$ cat src/rtl/core/gost64_pkg.sv
// ============================================================================
// gost64_pkg
// Shared types, constants and round helpers for the 64-bit GOST block cipher.
// ============================================================================
package gost64_pkg;

   localparam int BLOCK_W   = 64;
   localparam int HALF_W    = 32;
   localparam int NUM_KEYS  = 8;
   localparam int KEY_IDX_W = 3;
   localparam int CSR_IDX_W = 4;
   localparam int NUM_ROUNDS = 32;
   localparam int ROT_AMT   = 11;
   // rounds that walk the keys upward before the descending tail
   localparam int ENC_FWD_ROUNDS = 24;
   localparam int DEC_FWD_ROUNDS = 8;

   // per-stage control that travels with each word
   typedef struct packed {
      logic valid;
      logic mode;   // 1 = decrypt
   } gost64_ctrl_type;

   typedef logic [3:0] nibble_type;

   // substitution rows, row i serves nibble i (nibble 0 is least significant)
   localparam nibble_type SBOX [NUM_KEYS][16] = '{
      '{4'd4,  4'd10, 4'd9,  4'd2,  4'd13, 4'd8,  4'd0,  4'd14,
        4'd6,  4'd11, 4'd1,  4'd12, 4'd7,  4'd15, 4'd5,  4'd3},
      '{4'd14, 4'd11, 4'd4,  4'd12, 4'd6,  4'd13, 4'd15, 4'd10,
        4'd2,  4'd3,  4'd8,  4'd1,  4'd0,  4'd7,  4'd5,  4'd9},
      '{4'd5,  4'd8,  4'd1,  4'd13, 4'd10, 4'd3,  4'd4,  4'd2,
        4'd14, 4'd15, 4'd12, 4'd7,  4'd6,  4'd0,  4'd9,  4'd11},
      '{4'd7,  4'd13, 4'd10, 4'd1,  4'd0,  4'd8,  4'd9,  4'd15,
        4'd14, 4'd4,  4'd6,  4'd12, 4'd11, 4'd2,  4'd5,  4'd3},
      '{4'd6,  4'd12, 4'd7,  4'd1,  4'd5,  4'd15, 4'd13, 4'd8,
        4'd4,  4'd10, 4'd9,  4'd14, 4'd0,  4'd3,  4'd11, 4'd2},
      '{4'd4,  4'd11, 4'd10, 4'd0,  4'd7,  4'd2,  4'd1,  4'd13,
        4'd3,  4'd6,  4'd8,  4'd5,  4'd9,  4'd12, 4'd15, 4'd14},
      '{4'd13, 4'd11, 4'd4,  4'd1,  4'd3,  4'd15, 4'd5,  4'd9,
        4'd0,  4'd10, 4'd14, 4'd7,  4'd6,  4'd8,  4'd2,  4'd12},
      '{4'd1,  4'd15, 4'd13, 4'd0,  4'd5,  4'd7,  4'd10, 4'd4,
        4'd9,  4'd2,  4'd3,  4'd14, 4'd6,  4'd11, 4'd8,  4'd12}
   };

   // key schedule: ascending for the forward rounds, then 7 down to 0
   function automatic logic [KEY_IDX_W-1:0] key_idx(input int rnd, input logic dec);
      logic [KEY_IDX_W-1:0] low;
      int                   fwd;
      low = KEY_IDX_W'(rnd);
      fwd = dec ? DEC_FWD_ROUNDS : ENC_FWD_ROUNDS;
      return (rnd < fwd) ? low : ~low;
   endfunction

endpackage

$ cat src/rtl/core/gost64_round.sv
// ============================================================================
// gost64_round
// One Feistel round with its pipeline register: key add, S-box, rotate, XOR.
// ============================================================================
module gost64_round (
   input  logic                          clock,
   input  logic                          reset,
   input  logic                          advance,
   input  logic [gost64_pkg::HALF_W-1:0] key_enc,
   input  logic [gost64_pkg::HALF_W-1:0] key_dec,
   input  gost64_pkg::gost64_ctrl_type   ctrl_i,
   input  logic [gost64_pkg::HALF_W-1:0] left_i,
   input  logic [gost64_pkg::HALF_W-1:0] right_i,
   output gost64_pkg::gost64_ctrl_type   ctrl_o,
   output logic [gost64_pkg::HALF_W-1:0] left_o,
   output logic [gost64_pkg::HALF_W-1:0] right_o
);
   import gost64_pkg::*;

   logic [HALF_W-1:0] key;
   logic [HALF_W-1:0] sum;
   logic [HALF_W-1:0] sub;
   logic [HALF_W-1:0] rot;

   gost64_ctrl_type   ctrl_ff, ctrl_in;
   logic [HALF_W-1:0] left_ff, left_in;
   logic [HALF_W-1:0] right_ff, right_in;

   // round function on the right half
   assign key = ctrl_i.mode ? key_dec : key_enc;
   assign sum = right_i + key;

   always_comb begin
      for (int n = 0; n < NUM_KEYS; n++) begin
         sub[4*n +: 4] = SBOX[n][sum[4*n +: 4]];
      end
   end

   assign rot = {sub[HALF_W-ROT_AMT-1:0], sub[HALF_W-1:HALF_W-ROT_AMT]};

   // halves swap on the way into the next stage
   always_comb begin
      ctrl_in  = ctrl_ff;
      left_in  = left_ff;
      right_in = right_ff;
      if (advance) begin
         ctrl_in  = ctrl_i;
         left_in  = right_i;
         right_in = left_i ^ rot;
      end
   end

   always_ff @(posedge clock) begin
      if (reset) begin
         ctrl_ff <= '0;
      end else begin
         ctrl_ff <= ctrl_in;
      end
   end

   always_ff @(posedge clock) begin
      left_ff  <= left_in;
      right_ff <= right_in;
   end

   assign ctrl_o  = ctrl_ff;
   assign left_o  = left_ff;
   assign right_o = right_ff;

endmodule

$ cat config.mk
export PLATFORM = sky130hd
export DESIGN_NAME = gost64_round
export DESIGN_NICKNAME = d
export VERILOG_FILES = /design/src/rtl/core/gost64_pkg.sv /design/src/rtl/core/gost64_round.sv
export SDC_FILE = /design/constraint.sdc
export NUM_CORES = 1
export LEC_CHECK = 0
export BUFFER_PORTS_ARGS = -buffer_cell sky130_fd_sc_hd__buf_2
export CAP_MARGIN = 20
export CORE_MARGIN = 3
export CORE_UTILIZATION = 45
export CTS_CLUSTER_SIZE = 40
export DETAILED_ROUTE_END_ITERATION = 7
export PLACE_DENSITY_LB_ADDON = 0.15
export SYNTH_ARGS = -nofsm -noshare
export SYNTH_HDL_FRONTEND = slang
export SYNTH_SLANG_ARGS = --single-unit
$ cat constraint.sdc
create_clock -name clock -period 4.7 [get_ports clock]
set_input_delay 0.94 -clock clock [delete_from_list [all_inputs] [get_ports clock]]
set_output_delay 0.94 -clock clock [all_outputs]
set_load 0.005 [all_outputs]
# Yosys cells after proc, flatten, opt, wreduce, memory -nomap -nowiden

Memories as Yosys holds them, arrays and structs flattened.
Cells that the tools add are included.

Bits in registers: 66
Bits in read-only memories: 512
Output and inout port bits: 66
Memories: 8

Add/subtract/negate cells: 1
Magnitude comparators: 8
Multiplexer cells: 17
Bitwise logic cells: 9

Memory list:

| memory           | words | width | read ports | clocked after Yosys merged registers in | wr ports | RTL line           | text |
|---|---|---|---|---|---|---|---|
| (name not given) | 16    | 4     | 1          | 0                                       | 0        | gost64_round.sv:35 | `sub[4*n +: 4] = SBOX[n][sum[4*n +: 4]];` |
| (name not given) | 16    | 4     | 1          | 0                                       | 0        | gost64_round.sv:35 |  |
| (name not given) | 16    | 4     | 1          | 0                                       | 0        | gost64_round.sv:35 |  |
| (name not given) | 16    | 4     | 1          | 0                                       | 0        | gost64_round.sv:35 |  |
| (name not given) | 16    | 4     | 1          | 0                                       | 0        | gost64_round.sv:35 |  |
| (name not given) | 16    | 4     | 1          | 0                                       | 0        | gost64_round.sv:35 |  |
| +2 memories      | -     | -     | -          | -                                       | -        | -                  |  |

Operator list:

| kind                                        | count |
|---|---|
| two-way mux 4 bit                           | 16 |
| >= comparator 5 bit (second input constant) | 8 |
| inverter 4 -> 5 bit                         | 8 |
| adder 32 bit                                | 1 |
| two-way mux 32 bit                          | 1 |
| bitwise XOR 32 bit                          | 1 |

# Longest topological paths before layout

Gate-level depths: netlist of run 1.

Depth after elaboration: 7
Gate-level depth with buffers: 18
Mapped depth without buffers: 16

# Least setup slack after synthesis of run 1

Ideal clock, no wire load.

Path kind: input-to-reg
From: input ctrl_i[0] (netlist name)
To: register right_ff[1], in the netlist right_o[1] (data pin)
Data arrival time: 4.727 ns
Path slack: -0.285 ns
Cell stages on the path: 14
Path buffers: 2
Cell sequence: clkbuf_1 -> clkbuf_1 -> mux2_2 -> ha_1 -> a21o_1 -> or3_4 -> o21a_4 -> a211oi_4 -> o21bai_2 -> xnor2_1 -> inv_1 -> ha_1 -> mux4_2 -> xnor2_1

Word-level cells in the longest chain between the ends: 7

Ends and longest elaborated chain:

| element                                               | RTL line           | text |
|---|---|---|
| from (decl)                                           | gost64_round.sv:11 | `input gost64_pkg::gost64_ctrl_type ctrl_i,` |
| two-way mux 32 bit                                    | gost64_round.sv:30 | `assign key = ctrl_i.mode ? key_dec : key_enc;` |
| adder 32 bit                                          | gost64_round.sv:31 | `assign sum = right_i + key;` |
| inverter 4 -> 5 bit (implied by the code)             | gost64_round.sv:35 |  |
| memory (16 x 4 bit)                                   | -                  |  |
| two-way mux 4 bit (implied by the code) (2 in series) | gost64_round.sv:35 |  |
| bitwise XOR 32 bit                                    | gost64_round.sv:49 | `right_in = left_i ^ rot;` |
| to (signal assigned)                                  | gost64_round.sv:63 | `right_ff <= right_in;` |
| to (decl)                                             | gost64_round.sv:27 | `logic [HALF_W-1:0] right_ff, right_in;` |

No other way between the ends. The select of a mux whose other input is x is not followed.
A chain may end at the register's enable or synchronous reset.

# Worst setup path after layout of run 1

From: input ctrl_i[0] (netlist name)
To: register right_ff[9], in the netlist right_o[9] (data pin)

Same word-level chain as after synthesis.

==> flow_summary.ini, run 1 <==
[setup_path]
crit_arrival_ns = 4.63
cp.required_ns = 4.79
timing.rr.end = ctrl_o[1]$_SDFFE_PP0P_
r2r_setup_slack_ns = 4.11
worstSetupStartpointType = input port
reg2reg_depth = 2
critPathCaptureType = flop
setup.worst_path.start = ctrl_i[0]
crit_end = right_o[9]$_DFFE_PP_
crit_type = in -> reg
reg2reg_from = ctrl_o[1]$_SDFFE_PP0P_
path_max_fanout = 10

[route]
wl_per_cell_um = 15.7
drtIter0Drc = 145
final_antenna_net_count = 0
drc = 0
vias = 4838
wl_mm = 14.7
vias_per_cell = 5.19
drtPass1Iterations = 4

[place]
placed_area_sq_um = 7260
io_buffers = 198
gp_congestion = 0.882
hpwl_mm = 11.9

[clock_network]
cts_sinks = 66
ctsHoldBuffers = 0
path_clk_slew_ns = 0.06
numCtsBuffers = 9
tritoncts = yes
root_buffer = clkbuf_16
clk_path_buf_depth = 2
cts-htree-levels = 3
insertion_delay_ns = 0.34

[floorplan]
fp.dieW_um = 119
initial_utilization_pct = 47.1
ios = 199
fp.dieH_um = 119
core-area_sq_um = 12300
rows = 40
die-area_sq_um = 14200

[flow_run]
drv_cap = 0

[cells_and_area]
final_core_util_pct = 61.7
syn_to_final_growth_pct = 31.1
design_area_sq_um = 7570
nets = 967
layout-drive-gt1-share_pct = 41.8
diodes = 0

[sta]
fmax_mhz = 221
final_max_slew_viol_count = 0
slew_headroom_pct = 43.3
hold_viol_final = 0
finalCritPeriodShare_pct = 96.5
setup_viol = 0
rsz0062_at_grt = no
finClkSkew_ns = 0
worst_pin_slew_ns = 0.850
period_needed_ns = 4.53

[logic_synthesis]
yosys.area.top_type_share_pct = 33.3
seq_area_frac_synth_pct = 34.0
synth_common_cells = 73 x ha_1, 64 x edfxtp_1, 37 x a21oi_1
ys_top_cells_by_area = edfxtp_1 33%, ha_1 16%, mux2_2 6.4%
yosys_warnings = 0
synth.most_common_cell = ha_1
synth_edf_count = 64
syn_area_sq_um = 5770
synth-main-ff-cell = edfxtp_1
synth_cell_types = 64
syn_nets = 730
yosys_register_bits = 66
ys_async_sr_fraction_pct = 0
syn_inst = 523
synth.avg_cell_area_sq_um = 11.0
yosys.area.top_type = edfxtp_1

[global_routing]
grt_max_degree = 35
grt_overflow = 0
grt_pass1_wl_mm = 23.6
grt_antenna_before_repair = 1
grt_pass1_vias = 4970
grtUsageTotal_pct = 20.4

[worst_hold_path]
min_from = ctrl_o[0]$_SDFFE_PP0P_
hold_path.class = reg -> reg

[power_and_ir_drop]
p_switching_mw = 0.985
worst_ir_drop_vdd_mv = 0.221
switching_share_pct = 33.2
p_per_area_nw_per_um2 = 392
clkPwrFrac_pct = 24.1
internal_power_mw = 1.98
power.leakage_nw = 3.50
p_comb_share_pct = 47.0
p_seq_share_pct = 28.8

[status]
status = complete, no violations
flip-flops by register name (all words and copies together), names as in the netlist:
signal,flops
ctrl_o,2
left_o,32
right_o,32
cells by family (layout without fill, tap and decap cells):
kind of cell,count (synthesis),count (layout),synth area share [%]
compound gates,118,118,14.8
xor+xnor,62,62,9.66
fa+ha+maj,74,74,16.2
buf+inv,48,290,3.23
flops,66,66,34.0
mux,68,68,14.9
simple gates,87,87,7.28
placed cells by master, fill, tap and decap left out, drive strengths merged, types with 4 or more instances in the layout:
cell type  Yosys  final
clkinv         0      4
nor2          29     29
o22ai          4      4
a21oi         39     39
a21o           8      8
mux2          33     33
o21a           7      7
o21bai         8      8
nor2b          4      4
clkbuf         6      9
xor2          26     26
a211oi         5      5
mux2i         24     24
nand3          9      9
ha            73     73
edfxtp        64     64
inv           39     39
nor3           8      8
o211ai         4      4
buf            3    235
nand2         21     21
o21ai         17     17
mux4          11     11
xnor2         36     36
worst min-delay path by stage:
| stage | to | slack (ns) | cells past startpoint |
|---|---|---|---|
| 5_1_grt | ctrl_o[1]$_SDFFE_PP0P_ | 0.52 | 2 |
| 4_1_cts | ctrl_o[0]$_SDFFE_PP0P_ | 0.50 | 2 |
| 3_5_place_dp | ctrl_o[0]$_SDFFE_PP0P_ | 0.49 | 2 |
| 6_report | ctrl_o[0]$_SDFFE_PP0P_ | 0.50 | 2 |
| 2_1_floorplan | ctrl_o[0]$_SDFFE_PP0P_ | 0.48 | 2 |
| 3_3_place_gp | ctrl_o[1]$_SDFFE_PP0P_ | 0.47 | 2 |
cell type report:
type	count	area [sq um]
fill	1047	4690
multi-input combinational	409	3660
sequential	66	1960
timing repair buffer	235	1280
clock buffer	9	225
tap	168	210
inverter	39	146
clock inverter	7	83.8
metal layers:
layer,track usage [%],routed length (um),vias to the layer above
met1,24.8,6270,2262
met5,0,12,-
met3,4.46,801,24
met2,35.2,7250,131
li1,-,-,2419
met4,7.82,337,2
critical path, stage by stage:
cell and delay, ns:
buf_2 0.22, buf_12 0.17, mux2_2 0.33, ha_1 0.36
a21o_1 0.24, a21oi_2 0.24, a2bb2oi_2 0.20, o21ai_1 0.13
a41oi_2 0.36, a311oi_2 0.17, a211o_1 0.31, inv_1 0.08
ha_1 0.25, mux4_2 0.48, xnor2_1 0.14
repair_timing:
| action | CTS | global route |
|---|---|---|
| buffers inserted | 0 | 0 |
| endpoints found under the setup margin | 0 | 1 |
| resized for setup | 0 | 1 |
through the flow:
stage / TNS, ns / setup WS [ns] / hold slack [ns] / total power [mW] / cells
CTS: 0 / 0.200 / 0.498 / 3.00 / 933
finish: 0 / 0.165 / 0.497 / 2.97 / 933
global route: 0 / 0.0148 / 0.518 / 3.16 / 933
floorplan: 0 / 0.0435 / 0.485 / 1.80 / 523
detailed placement: -0.425 / -0.146 / 0.487 / 2.27 / 917
global placement: -0.0571 / -0.0376 / 0.472 / 2.21 / 917
power groups by stage:
stage	Clock, mW	Combinational [mW]	Sequential (mW)
finish	0.716	1.39	0.856
global route	0.751	1.54	0.869
CTS	0.728	1.41	0.859
detailed placement	0	1.40	0.868
global placement	0	1.34	0.864
floorplan	0	0.908	0.889
(Power assumes the default switching activity.)
==> run 2: changes to the inputs <==
- BUFFER_PORTS_ARGS: -buffer_cell sky130_fd_sc_hd__buf_2 -> -buffer_cell sky130_fd_sc_hd__buf_4
- CORE_MARGIN: 3 -> unset
==> run 2 against run 1 <==
Global-route usage up 2.1 points; total power up 5.4%; final cell count up 0.11%; non-clock buffer count down 3; sequential cell count unchanged; sequential share of layout area down 1.6 points; worst setup slack better by 0.094 ns; sequential power up 0.8%; via count up 0.25%; worst hold slack better by 0.016 ns; design area up 6.8%; critical endpoint unchanged; highest routed layer is now met4.
==> flow_summary.ini, run 2 (synthesis results as in run 1) <==
[floorplan]
ios = 199
initial_utilization_pct = 45.9
rows = 41
fp.dieW_um = 115
core-area_sq_um = 12600
fp.dieH_um = 115
die-area_sq_um = 13300

[cells_and_area]
n_fill_cell = 1046
diodes = 0
layout-drive-gt1-share_pct = 42.1
final_common_cell = buf_4
nets = 964
final_core_util_pct = 64.3
design_area_sq_um = 8080
layout_common_cells = 232 x buf_4, 73 x ha_1, 64 x edfxtp_1
fin_cells = 934
syn_to_final_growth_pct = 40.0

[setup_path]
cp.required_ns = 4.80
path_max_fanout = 17
crit_type = in -> reg
crit_arrival_ns = 4.54
r2r_setup_slack_ns = 4.09
worstSetupStartpointType = input port
timing.rr.end = ctrl_o[0]$_SDFFE_PP0P_
setup.worst_path.start = ctrl_i[0]
reg2reg_from = ctrl_o[0]$_SDFFE_PP0P_
critPathCaptureType = flop
crit_end = right_o[9]$_DFFE_PP_
reg2reg_depth = 2

[worst_hold_path]
hold_path.class = reg -> reg

[sta]
slew_headroom_pct = 40.6
worst_pin_slew_ns = 0.892
hold_viol_final = 0
fmax_mhz = 225
rsz0062_at_grt = no
setup_viol = 0
worst_slack_ns = 0.259
finClkSkew_ns = 0
finalCritPeriodShare_pct = 94.5
period_needed_ns = 4.44
final_max_slew_viol_count = 0

[power_and_ir_drop]
power.leakage_nw = 3.68
p_seq_share_pct = 27.6
p_comb_share_pct = 47.2
clkPwrFrac_pct = 25.2
p_per_area_nw_per_um2 = 387
switching_share_pct = 31.8
internal_power_mw = 2.13
finalPower_mw = 3.13
p_switching_mw = 0.995
worst_ir_drop_vdd_mv = 0.237

[place]
io_buffers = 198
dp.cells = 918
placed_area_sq_um = 7720
dp_slack_ns = -0.104
hpwl_mm = 11.4
gp_congestion = 0.831

[status]
status = complete, no violations

[clock_network]
numCtsBuffers = 9
insertion_delay_ns = 0.34
cts-htree-levels = 3
path_clk_slew_ns = 0.05
post_cts_buffers = 0
root_buffer = clkbuf_16
tritoncts = yes
clk_path_buf_depth = 2
cts_sinks = 66

[route]
drc = 0
wl_per_cell_um = 15.2
vias = 4850
drtPass1Iterations = 4
wl_mm = 14.2
final_antenna_net_count = 0
vias_per_cell = 5.19
drtIter0Drc = 212

[global_routing]
grt_overflow = 0
grt_max_degree = 67
grt_antenna_before_repair = 0
grtUsageTotal_pct = 22.5
grt_pass1_wl_mm = 23.3
grt_pass1_vias = 5109

[flow_run]
drv_cap = 0
[run 2: changes by cell type in the layout (fill, tap and decap cells not counted)]
cell	previous run	this run
buf_2	198	0
buf_4	36	232
clkbuf_8	0	4
clkinv_1	3	0
buf_12	1	0
clkinv_2	1	0
clkinv_4	0	1
clkinvlp_4	1	0
xnor2_1	32	31
xnor2_2	4	5
[run 2: timing repair]
action / CTS / global route
gates resized for setup: 0 / 2
hold buffers: 0 / 0
endpoints found under the setup margin: 0 / 2
[run 2: worst min-delay path by stage]
stage	to	from	slack [ns]	depth (start not counted)
final	ctrl_o[1]$_SDFFE_PP0P_	ctrl_o[1]$_SDFFE_PP0P_	0.51	2
after global routing	ctrl_o[1]$_SDFFE_PP0P_	ctrl_o[1]$_SDFFE_PP0P_	0.55	2
after CTS	ctrl_o[0]$_SDFFE_PP0P_	ctrl_o[0]$_SDFFE_PP0P_	0.53	2
after detailed placement	ctrl_o[0]$_SDFFE_PP0P_	ctrl_o[0]$_SDFFE_PP0P_	0.51	2
after global placement	ctrl_o[1]$_SDFFE_PP0P_	ctrl_o[1]$_SDFFE_PP0P_	0.48	2
after floorplan	ctrl_o[0]$_SDFFE_PP0P_	ctrl_o[0]$_SDFFE_PP0P_	0.48	2
[run 2: critical path: stages]
cell and delay (ns):
buf_4 0.23, buf_4 0.18, mux2_2 0.33, ha_1 0.31, and4_1 0.32, nand3_1 0.16
o21ai_1 0.26, a41oi_2 0.24, a31o_2 0.26, a211o_1 0.34, inv_1 0.09, ha_1 0.25
mux4_2 0.48, xnor2_1 0.14
[run 2: area by class of cell]
| class | count | area [sq um] | area share [%] |
|---|---|---|---|
| clock buffers | 13 | 280 | 3.47 |
| well taps | 172 | 215 | 2.66 |
| multi-input cells | 409 | 3670 | 45.4 |
| flip-flops and latches | 66 | 1960 | 24.3 |
| clock inverters | 3 | 68.8 | 0.851 |
| inverters | 39 | 146 | 1.81 |
| repair buffers | 232 | 1740 | 21.5 |
[run 2: power groups by stage]
| stage | Clock [mW] | Combinational [mW] | Sequential (mW) |
|---|---|---|---|
| 3_5_place_dp | 0 | 1.48 | 0.875 |
| 2_1_floorplan | 0 | 0.908 | 0.889 |
| 4_1_cts | 0.801 | 1.48 | 0.865 |
| 5_1_grt | 0.820 | 1.64 | 0.877 |
| 3_3_place_gp | 0 | 1.42 | 0.873 |
| 6_report | 0.789 | 1.47 | 0.863 |
[run 2: routing by layer]
metal | part of all wire, % | vias to the layer above | wire length, um | GRT usage, %
li1 | - | 2402 | - | -
met1 | 40 | 2289 | 5740 | 24.6
met2 | 52 | 141 | 7340 | 41.4
met3 | 6.2 | 18 | 888 | 5.80
met4 | 1.9 | 0 | 275 | 9.09
met5 | 0 | - | 0 | 0
[run 2: stage by stage]
stage,hold WS [ns],setup TNS (ns)
2_1_floorplan,0.485,0
3_3_place_gp,0.480,0
3_5_place_dp,0.508,-0.152
4_1_cts,0.530,0
5_1_grt,0.550,0
6_report,0.513,0
